==> src/rtl/core/msb_first_bit_packer_unit_macros.svh <==
// Assertion macros for the MSB-first bit packer
`ifndef MSB_FIRST_BIT_PACKER_UNIT_MACROS_SVH
`define MSB_FIRST_BIT_PACKER_UNIT_MACROS_SVH

// condition must hold at every edge out of reset
`define MBP_ASSERT_ALWAYS(label, cond, msg) \
  label: assert property (@(posedge clk) disable iff (!rst_n) (cond)) \
    else $error(msg);

// consequent must hold in the same cycle as the antecedent
`define MBP_ASSERT_IMPLY(label, ante, cons, msg) \
  label: assert property (@(posedge clk) disable iff (!rst_n) (ante) |-> (cons)) \
    else $error(msg);

`endif

==> src/rtl/core/mbp_pkg.sv <==
// Shared types and constants of the MSB-first bit packer
package mbp_pkg;

  localparam int BYTE_BITS   = 8;
  localparam int N_BITS_W    = 7;
  localparam int VALUE_W     = 64;
  localparam int FREE_W      = 4;
  localparam int QUEUE_DEPTH = 2;

  localparam logic FUNC_APPEND    = 1'b0;
  localparam logic FUNC_FLUSH     = 1'b1;
  localparam logic STATUS_OK      = 1'b0;
  localparam logic STATUS_BAD_LEN = 1'b1;

  typedef enum logic [1:0] {
    CMD_APPEND,
    CMD_FLUSH,
    CMD_ERROR
  } mbp_kind_t;

  typedef struct packed {
    mbp_kind_t             kind;
    logic [N_BITS_W-1:0]   n_bits;
  } mbp_cmd_t;

  typedef struct packed {
    logic                busy;
    logic [FREE_W-1:0]   free_bits;
  } mbp_back_stat_t;

endpackage

==> src/rtl/core/mbp_if.sv <==
// Word channels of the MSB-first bit packer
interface mbp_in_if;
  import mbp_pkg::*;
  logic                 valid;
  logic                 ready;
  logic                 func;
  logic [N_BITS_W-1:0]  n_bits;
  logic [VALUE_W-1:0]   value;
  modport source (output valid, func, n_bits, value, input ready);
  modport sink   (input valid, func, n_bits, value, output ready);
endinterface

interface mbp_out_if;
  import mbp_pkg::*;
  logic                  valid;
  logic                  ready;
  logic [BYTE_BITS-1:0]  out_byte;
  logic                  status;
  logic                  last;
  modport source (output valid, out_byte, status, last, input ready);
  modport sink   (input valid, out_byte, status, last, output ready);
endinterface

==> src/rtl/core/msb_first_bit_packer_unit.sv <==
// Top level of the MSB-first bit packer
//
// in_ch takes one word per handshake: func selects append (low n_bits of
// value, top bit first) or flush of the pending partial byte. out_ch gives
// one byte per word; last marks the final byte caused by an input word, and
// status flags an append longer than MAX_FIELD_BITS (byte 0, state kept).
// A zero-length append and a flush with nothing pending give no output.
// The front accepts a word whenever the two-entry command queue has room,
// so input is taken while the packer is still emitting. The back retires
// one packing step per cycle while out_ch is not stalled: an append emits
// at most one byte per step and takes at least one step; flush and error
// take one step. The first byte goes from the queue entry to the output
// register before it is offered on out_ch (queue write at the accepting edge).
// A stalled out_ch holds its byte; the back then stops and the queue fills,
// after which in_ch.ready drops. Synchronous reset empties the queue and
// the output register and leaves an empty partial byte.
`include "msb_first_bit_packer_unit_macros.svh"

module msb_first_bit_packer_unit #(
  parameter int MAX_FIELD_BITS = 64
) (
  input  logic        clk,
  input  logic        rst_n,
  mbp_in_if.sink      in_ch,
  mbp_out_if.source   out_ch
);
  import mbp_pkg::*;

  localparam int Q_W = $bits(mbp_cmd_t) + MAX_FIELD_BITS;

  logic                        q_push, q_ready, q_valid, q_pop;
  mbp_cmd_t                    push_cmd, pop_cmd;
  logic [MAX_FIELD_BITS-1:0]   push_value, pop_value;
  logic [Q_W-1:0]              pop_data;
  mbp_back_stat_t              back_stat;

  mbp_front #(
    .MAX_FIELD_BITS (MAX_FIELD_BITS)
  ) u_front (
    .in_ch   (in_ch),
    .q_ready (q_ready),
    .q_push  (q_push),
    .q_cmd   (push_cmd),
    .q_value (push_value)
  );

  mbp_queue #(
    .DATA_W (Q_W)
  ) u_queue (
    .clk        (clk),
    .rst_n      (rst_n),
    .push       (q_push),
    .push_data  ({push_cmd, push_value}),
    .push_ready (q_ready),
    .pop_valid  (q_valid),
    .pop        (q_pop),
    .pop_data   (pop_data)
  );

  assign pop_cmd   = pop_data[Q_W-1 -: $bits(mbp_cmd_t)];
  assign pop_value = pop_data[MAX_FIELD_BITS-1:0];

  mbp_back #(
    .MAX_FIELD_BITS (MAX_FIELD_BITS)
  ) u_back (
    .clk     (clk),
    .rst_n   (rst_n),
    .q_valid (q_valid),
    .q_cmd   (pop_cmd),
    .q_value (pop_value),
    .q_pop   (q_pop),
    .out_ch  (out_ch),
    .stat    (back_stat)
  );

  // back only draws from the queue when a command is waiting
  `MBP_ASSERT_IMPLY(a_pop_has_cmd, q_pop, q_valid, "queue popped while empty")
  // a command in progress keeps the queue head where it is
  `MBP_ASSERT_IMPLY(a_busy_no_pop, back_stat.busy, !q_pop, "queue popped mid-command")
  // partial byte always has between one and eight free positions
  `MBP_ASSERT_ALWAYS(a_free_range, (back_stat.free_bits != '0) && (back_stat.free_bits <= FREE_W'(BYTE_BITS)), "free bit count out of range")
  // a rejection is a lone zero word closing its request
  `MBP_ASSERT_IMPLY(a_err_word, out_ch.valid && (out_ch.status == STATUS_BAD_LEN), (out_ch.out_byte == '0) && out_ch.last, "malformed error word")

endmodule

==> src/rtl/core/mbp_front.sv <==
// Front end: classifies input words and left-aligns append fields
module mbp_front #(
  parameter int MAX_FIELD_BITS = 64
) (
  mbp_in_if.sink                      in_ch,
  input  logic                        q_ready,
  output logic                        q_push,
  output mbp_pkg::mbp_cmd_t           q_cmd,
  output logic [MAX_FIELD_BITS-1:0]   q_value
);
  import mbp_pkg::*;

  localparam int SH_W = $clog2(MAX_FIELD_BITS + 1);

  logic            bad_len;
  logic            drop;
  logic [SH_W-1:0] shamt;

  always_comb begin
    bad_len = (in_ch.n_bits > N_BITS_W'(MAX_FIELD_BITS));
    drop    = 1'b0;
    q_cmd.n_bits = in_ch.n_bits;
    unique case (in_ch.func)
      FUNC_FLUSH: begin
        q_cmd.kind = CMD_FLUSH;
      end
      default: begin
        if (bad_len) begin
          q_cmd.kind = CMD_ERROR;
        end else begin
          q_cmd.kind = CMD_APPEND;
          // zero-length append has no effect at all
          drop = (in_ch.n_bits == '0);
        end
      end
    endcase
    // first field bit lands in the top bit, zeros below
    shamt   = SH_W'(MAX_FIELD_BITS) - SH_W'(in_ch.n_bits);
    q_value = in_ch.value[MAX_FIELD_BITS-1:0] << shamt;
  end

  assign in_ch.ready = q_ready;
  assign q_push      = in_ch.valid && q_ready && !drop;

endmodule

==> src/rtl/core/mbp_queue.sv <==
// Two-entry command queue between front and back
module mbp_queue #(
  parameter int DATA_W = 8
) (
  input  logic              clk,
  input  logic              rst_n,
  input  logic              push,
  input  logic [DATA_W-1:0] push_data,
  output logic              push_ready,
  output logic              pop_valid,
  input  logic              pop,
  output logic [DATA_W-1:0] pop_data
);
  import mbp_pkg::*;

  localparam int PTR_W = (QUEUE_DEPTH > 1) ? $clog2(QUEUE_DEPTH) : 1;
  localparam int CNT_W = $clog2(QUEUE_DEPTH + 1);

  logic [DATA_W-1:0] entry_r [QUEUE_DEPTH];
  logic [PTR_W-1:0]  wr_ptr_r, wr_ptr_nxt;
  logic [PTR_W-1:0]  rd_ptr_r, rd_ptr_nxt;
  logic [CNT_W-1:0]  count_r, count_nxt;
  logic              do_push, do_pop;

  assign push_ready = (count_r != CNT_W'(QUEUE_DEPTH));
  assign pop_valid  = (count_r != '0);
  assign pop_data   = entry_r[rd_ptr_r];
  assign do_push    = push && push_ready;
  assign do_pop     = pop && pop_valid;

  always_comb begin
    wr_ptr_nxt = wr_ptr_r;
    rd_ptr_nxt = rd_ptr_r;
    count_nxt  = count_r;
    if (do_push) begin
      wr_ptr_nxt = (wr_ptr_r == PTR_W'(QUEUE_DEPTH - 1)) ? '0 : wr_ptr_r + 1'b1;
    end
    if (do_pop) begin
      rd_ptr_nxt = (rd_ptr_r == PTR_W'(QUEUE_DEPTH - 1)) ? '0 : rd_ptr_r + 1'b1;
    end
    if (do_push && !do_pop) begin
      count_nxt = count_r + 1'b1;
    end else if (do_pop && !do_push) begin
      count_nxt = count_r - 1'b1;
    end
  end

  always_ff @(posedge clk) begin
    if (!rst_n) begin
      wr_ptr_r <= '0;
      rd_ptr_r <= '0;
      count_r  <= '0;
    end else begin
      wr_ptr_r <= wr_ptr_nxt;
      rd_ptr_r <= rd_ptr_nxt;
      count_r  <= count_nxt;
    end
  end

  always_ff @(posedge clk) begin
    if (do_push) begin
      entry_r[wr_ptr_r] <= push_data;
    end
  end

endmodule

==> src/rtl/core/mbp_back.sv <==
// Back end: packs queued commands into bytes, taking a new command only once the current one is done
module mbp_back #(
  parameter int MAX_FIELD_BITS = 64
) (
  input  logic                        clk,
  input  logic                        rst_n,
  input  logic                        q_valid,
  input  mbp_pkg::mbp_cmd_t           q_cmd,
  input  logic [MAX_FIELD_BITS-1:0]   q_value,
  output logic                        q_pop,
  mbp_out_if.source                   out_ch,
  output mbp_pkg::mbp_back_stat_t     stat
);
  import mbp_pkg::*;

  localparam int W = MAX_FIELD_BITS;

  logic                 busy_r, busy_nxt;
  logic [N_BITS_W-1:0]  rem_r, rem_nxt;
  logic [W-1:0]         v_r, v_nxt;
  logic [BYTE_BITS-1:0] partial_r, partial_nxt;
  logic [FREE_W-1:0]    free_r, free_nxt;

  logic                 out_valid_r, out_valid_nxt;
  logic [BYTE_BITS-1:0] out_byte_r;
  logic                 out_status_r, out_last_r;

  mbp_kind_t            cur_kind;
  logic [N_BITS_W-1:0]  cur_rem, free_ext, left;
  logic [W-1:0]         cur_v, v_sh;
  logic [BYTE_BITS-1:0] chunk, fill;
  logic                 can_go, step, emit, done;
  logic [BYTE_BITS-1:0] e_byte;
  logic                 e_status, e_last;

  always_comb begin
    // a command still in progress takes precedence over the queue head
    cur_kind = busy_r ? CMD_APPEND : q_cmd.kind;
    cur_rem  = busy_r ? rem_r : q_cmd.n_bits;
    cur_v    = busy_r ? v_r : q_value;
    can_go   = !out_valid_r || out_ch.ready;
    step     = (busy_r || q_valid) && can_go;

    chunk    = cur_v[W-1 -: BYTE_BITS];
    fill     = chunk >> (FREE_W'(BYTE_BITS) - free_r);
    free_ext = N_BITS_W'(free_r);
    left     = cur_rem - free_ext;
    v_sh     = cur_v << free_r;

    rem_nxt     = rem_r;
    v_nxt       = v_r;
    partial_nxt = partial_r;
    free_nxt    = free_r;
    emit        = 1'b0;
    done        = 1'b1;
    e_byte      = '0;
    e_status    = STATUS_OK;
    e_last      = 1'b0;

    if (step) begin
      unique case (cur_kind)
        CMD_APPEND: begin
          if (cur_rem >= free_ext) begin
            emit   = 1'b1;
            e_byte = partial_r | fill;
            if (left < N_BITS_W'(BYTE_BITS)) begin
              // remainder fits in the next partial byte: command ends here
              partial_nxt = v_sh[W-1 -: BYTE_BITS];
              free_nxt    = FREE_W'(BYTE_BITS) - FREE_W'(left);
              e_last      = 1'b1;
            end else begin
              partial_nxt = '0;
              free_nxt    = FREE_W'(BYTE_BITS);
              rem_nxt     = left;
              v_nxt       = v_sh;
              done        = 1'b0;
            end
          end else begin
            partial_nxt = partial_r | fill;
            free_nxt    = free_r - FREE_W'(cur_rem);
          end
        end
        CMD_FLUSH: begin
          if (free_r != FREE_W'(BYTE_BITS)) begin
            emit        = 1'b1;
            e_byte      = partial_r;
            e_last      = 1'b1;
            partial_nxt = '0;
            free_nxt    = FREE_W'(BYTE_BITS);
          end
        end
        CMD_ERROR: begin
          emit     = 1'b1;
          e_status = STATUS_BAD_LEN;
          e_last   = 1'b1;
        end
        default: begin
        end
      endcase
    end

    busy_nxt      = step ? !done : busy_r;
    out_valid_nxt = can_go ? (step && emit) : out_valid_r;
  end

  assign q_pop = step && !busy_r;

  always_ff @(posedge clk) begin
    if (!rst_n) begin
      busy_r      <= 1'b0;
      partial_r   <= '0;
      free_r      <= FREE_W'(BYTE_BITS);
      out_valid_r <= 1'b0;
    end else begin
      busy_r      <= busy_nxt;
      partial_r   <= partial_nxt;
      free_r      <= free_nxt;
      out_valid_r <= out_valid_nxt;
    end
  end

  always_ff @(posedge clk) begin
    rem_r <= rem_nxt;
    v_r   <= v_nxt;
    if (step && emit) begin
      out_byte_r   <= e_byte;
      out_status_r <= e_status;
      out_last_r   <= e_last;
    end
  end

  assign out_ch.valid    = out_valid_r;
  assign out_ch.out_byte = out_byte_r;
  assign out_ch.status   = out_status_r;
  assign out_ch.last     = out_last_r;

  assign stat.busy      = busy_r;
  assign stat.free_bits = free_r;

endmodule

==> src/flat_wrapper.sv <==
// flat-port wrapper written by rule: the top's interface ports become plain ports
module msb_first_bit_packer_unit_flat import mbp_pkg::*;
#(
  parameter int MAX_FIELD_BITS = 64
)
  (clk, rst_n, in_ch_valid, in_ch_func, in_ch_n_bits, in_ch_value, in_ch_ready, out_ch_valid, out_ch_out_byte, out_ch_status, out_ch_last, out_ch_ready);
  mbp_in_if in_ch_i ();
  mbp_out_if out_ch_i ();
  input  logic clk;
  input  logic rst_n;
  input wire logic [$bits(in_ch_i.valid)-1:0] in_ch_valid;
  input wire logic [$bits(in_ch_i.func)-1:0] in_ch_func;
  input wire logic [$bits(in_ch_i.n_bits)-1:0] in_ch_n_bits;
  input wire logic [$bits(in_ch_i.value)-1:0] in_ch_value;
  output wire logic [$bits(in_ch_i.ready)-1:0] in_ch_ready;
  output wire logic [$bits(out_ch_i.valid)-1:0] out_ch_valid;
  output wire logic [$bits(out_ch_i.out_byte)-1:0] out_ch_out_byte;
  output wire logic [$bits(out_ch_i.status)-1:0] out_ch_status;
  output wire logic [$bits(out_ch_i.last)-1:0] out_ch_last;
  input wire logic [$bits(out_ch_i.ready)-1:0] out_ch_ready;
  assign in_ch_i.valid = in_ch_valid;
  assign in_ch_i.func = in_ch_func;
  assign in_ch_i.n_bits = in_ch_n_bits;
  assign in_ch_i.value = in_ch_value;
  assign in_ch_ready = in_ch_i.ready;
  assign out_ch_valid = out_ch_i.valid;
  assign out_ch_out_byte = out_ch_i.out_byte;
  assign out_ch_status = out_ch_i.status;
  assign out_ch_last = out_ch_i.last;
  assign out_ch_i.ready = out_ch_ready;
  msb_first_bit_packer_unit #(.MAX_FIELD_BITS(MAX_FIELD_BITS)) u_core (.clk(clk), .rst_n(rst_n), .in_ch(in_ch_i), .out_ch(out_ch_i));
endmodule
==> config.mk <==
export PLATFORM = sky130hd
export DESIGN_NAME = msb_first_bit_packer_unit_flat
export DESIGN_NICKNAME = d
export VERILOG_FILES = /design/src/rtl/core/mbp_pkg.sv /design/src/rtl/core/mbp_if.sv /design/src/rtl/core/msb_first_bit_packer_unit.sv /design/src/rtl/core/mbp_front.sv /design/src/rtl/core/mbp_queue.sv /design/src/rtl/core/mbp_back.sv /design/src/flat_wrapper.sv
export VERILOG_INCLUDE_DIRS = /design/src /design/src/rtl/core
export SDC_FILE = /design/constraint.sdc
export NUM_CORES = 1
export LEC_CHECK = 0
export ABC_AREA = 0
export CAP_MARGIN = 15
export CORE_MARGIN = 1.5
export CORE_UTILIZATION = 45
export DETAILED_ROUTE_END_ITERATION = 12
export DONT_BUFFER_PORTS = 1
export GPL_TIMING_DRIVEN = 0
export PLACE_DENSITY = 0.73
export SETUP_SLACK_MARGIN = 0.05
export SLEW_MARGIN = 30
export SYNTH_ARGS = -nofsm -noshare
export SYNTH_HDL_FRONTEND = slang
export SYNTH_SLANG_ARGS = --single-unit
==> constraint.sdc <==
create_clock -name clk -period 6.1 [get_ports clk]
set_input_delay 1.22 -clock clk [delete_from_list [all_inputs] [get_ports clk]]
set_output_delay 1.22 -clock clk [all_outputs]
set_load 0.03 [all_outputs]
==> flow_summary.ini <==
[critical_path]
worstPathCellList = buf_2, buf_2, inv_1, clkbuf_1, ha_1, buf_2, buf_1, mux2_2, mux2i_1, mux2i_1, mux2i_1, nor2_1, a31oi_1, o22ai_1
slowest_delay_ps = 520
rr_worst_depth = 16
rr_endpoint = u_core.u_back.v_r[22]
endpoint = u_core.u_queue.entry_r[1][60]
cp-start-kind = input port
timing_worst_setup_path_type = input port to flip-flop
reg2reg_from = u_core.u_back.busy_r
ff2ff_setup_slack_ps = 1050
worstPathRequired_ps = 6330
cpMaxStageDelayCell = buf_1
cp_max_fo = 10
startpoint = in_ch_n_bits[0]
worstPathArrival_ps = 5460
end_kind = flip-flop

[final_layout]
diodes = 0
drive_above_1_share_pct = 14.5
layout_commonest_cell = mux2i_1
fillers = 3269
final_area_sq_mm = 0.0185
area_growth_pct = 9.27
num-nets-final = 1654
final_cell_mix = mux2i_1 (311), edfxtp_1 (227), nor2_1 (158), nand2_1 (108), a21oi_1 (102)
final_util_pct = 50.2

[floorplanning]
die_h_um = 197
die_area_sq_mm = 0.0387
fp.dieW_um = 197
start_util_pct = 45.9
ios = 88
rows = 70
core_sq_mm = 0.0368

[timing]
tightest_slew_ps = 914
fin_crit_ps = 5240
relSlewSlack_pct = 39.0
fmax_mhz = 191
hold_ws_ps = 491
hold_viol = 0
setup_tns_ps = 0
slew_viol_final = 0
setup_viol = 0
fin_ws_ps = 864
rsz0062_at_grt = no
worst_clock_skew_ps = 15.3
period_share_pct = 85.8

[placed_design]
dp_hpwl_um = 41100
port_buffers = 0
post_dp_cell_area_sq_mm = 0.0176
place_congestion = 0.996
dpl_worst_slack_ps = 414

[drt]
drtIter0Drc = 1259
vias = 13000
drt_wl_total_um = 52600
final_antenna_net_count = 0
routedWlPerCell_um = 25.6
drc = 0
dr.pass1.iters = 6
avgViaCountPerCell = 6.31

[power_and_ir_drop]
powerDensity_mw_per_mm2 = 405
irDropWorstVdd_uv = 229
p_leak_nw = 6.50

[logic_synthesis]
synth_area_sq_mm = 0.0169
synth_cell_types = 67
syn_area_per_cell_sq_um = 11.0
synth_fa_ha_area_share_pct = 1.13
synth_warnings = 0
ys_seq_area_share_pct = 42.6
synth_edf_count = 227
yosys_most_used_dff = edfxtp_1
ys_ff_latch = 246
synthMuxAreaShare_pct = 32.1
synth_area_leaders = edfxtp_1 (40%), mux2i_1 (18%), mux4_2 (6.0%)
synth_top_area_share_pct = 40.3
syn_nets = 1621
yosysTopAreaCell = edfxtp_1
synth_cells = 1531
async_flop_share_pct = 0
synth-xor-area-share_pct = 0.933
synth_top_family_by_area = multiplexers
synthSimpleGateAreaFrac_pct = 9.24
synth_compound_area_share_pct = 10.3

[grt]
antenna_found_initial = 0
grt_pass1_vias = 13000
grt_use_total_pct = 26.8
grt_max_degree = 41
grt-ovfl-total = 0
grt_pass1_wl_um = 78900

[clock_network]
cts_tree = yes
clk_latency_ps = 540
clk_pin_slew_ps = 60
cts_max_level = 1
cts_setup_buffers = 0
cts_buffers = 26
cts_resized = 0
clock_path_buffers = 3
cts_sinks = 246
root_buffer = clkbuf_16
cts_hold_buf = 0

[run_status]
status = complete, no violations

[flow_run]
cap_viol_max_count = 0

[hold_path]
min_path_type = flip-flop to flip-flop
## state kept, by name (all words and copies together) (netlist names), 2 cells and up, named ones only
register	flops
u_core.u_back.partial_r	8
u_core.u_queue.count_r	2
u_core.u_back.free_r	4
u_core.u_back.out_ch.out_byte	8
u_core.u_back.rem_r	7
u_core.u_queue.entry_r	146
u_core.u_back.v_r	64
## final cells by class
class / instances / area (sq um) / area share, %
tap: 468 / 586 / 3.17
clock inverter: 18 / 173 / 0.935
buffer: 120 / 532 / 2.88
clock buffer: 30 / 666 / 3.60
sequential: 246 / 7200 / 39.0
inverter: 24 / 90.1 / 0.488
multi-input combinational: 1141 / 9100 / 49.3
timing repair buffer: 5 / 123 / 0.664
## per-layer routing
metal | wire length [um] | track usage (%)
met5 | 0 | 0
met4 | 2830 | 13.4
met3 | 3620 | 3.83
met2 | 24100 | 43.3
met1 | 22100 | 35.3
## report_power, final
group          leakage, nW  total, mW  switching (mW)  internal, mW
sequential            2.30       2.56           0.180          2.38
combinational         3.80       3.37            2.10          1.27
clock                0.395       1.54           0.663         0.878
total                 6.50       7.47            2.95          4.52
## critical path: cells and delay by family
family / cells / cell delay [ps]
AND/OR/NAND/NOR: 1 / 80
multiplexers: 4 / 1520
adder cells (fa/ha/maj): 1 / 370
AO/OA/AOI/OAI: 2 / 490
buffers and inverters: 6 / 1750
## Yosys cell counts, types with 3 or more instances
cell      number
mux2_2        87
edfxtp_1     227
o22ai_1       43
o21ai_0       32
o31ai_1        4
xor2_1         6
mux4_2        45
clkbuf_1      55
nand3b_1       3
nor2b_1        8
a211oi_1      21
a31oi_1        9
nand2b_1       7
dfxtp_1       19
and3_1         5
buf_6          3
xnor2_1       12
nand2_1      108
o21ai_1        4
buf_4          4
a221o_1        5
mux2i_1      311
nor3_1        20
a21o_1        15
o21a_1         9
nor3b_1        6
a21oi_1      102
a22o_1         4
nand3_1       10
buf_2         35
o22a_1         3
mux2_1        25
buf_1         23
or3_1          7
ha_1          12
nor2_1       159
and2_1        14
a22oi_1        3
nor4_1         3
o211ai_1       8
inv_1         22
## kinds of logic (layout without fill, tap and decap cells)
logic type | count (synthesis) | in the layout
mux | 470 | 470
simple gates | 358 | 358
compound gates | 281 | 281
flops | 246 | 246
buf+inv | 144 | 197
xor+xnor | 18 | 18
fa+ha+maj | 14 | 14
## how the worst min path moves through the flow
stage | from | end | slack [ps] | cells past startpoint
3_5_place_dp | u_core.u_back.partial_r[5] | u_core.u_back.partial_r[5] | 470 | 1
6_report | u_core.u_back.partial_r[5] | u_core.u_back.partial_r[5] | 490 | 1
3_3_place_gp | u_core.u_back.partial_r[5] | u_core.u_back.partial_r[5] | 480 | 1
5_1_grt | u_core.u_back.partial_r[5] | u_core.u_back.partial_r[5] | 530 | 1
4_1_cts | u_core.u_back.partial_r[5] | u_core.u_back.partial_r[5] | 490 | 1
2_1_floorplan | u_core.u_back.partial_r[4] | u_core.u_back.partial_r[4] | 450 | 1
## metrics by stage
step	total power, mW	instances
detailed placement	5.86	2004
global placement	5.78	1999
floorplan	4.88	1531
global route	7.81	2052
finish	7.47	2052
CTS	7.42	2052
(Power assumes the default switching activity.)
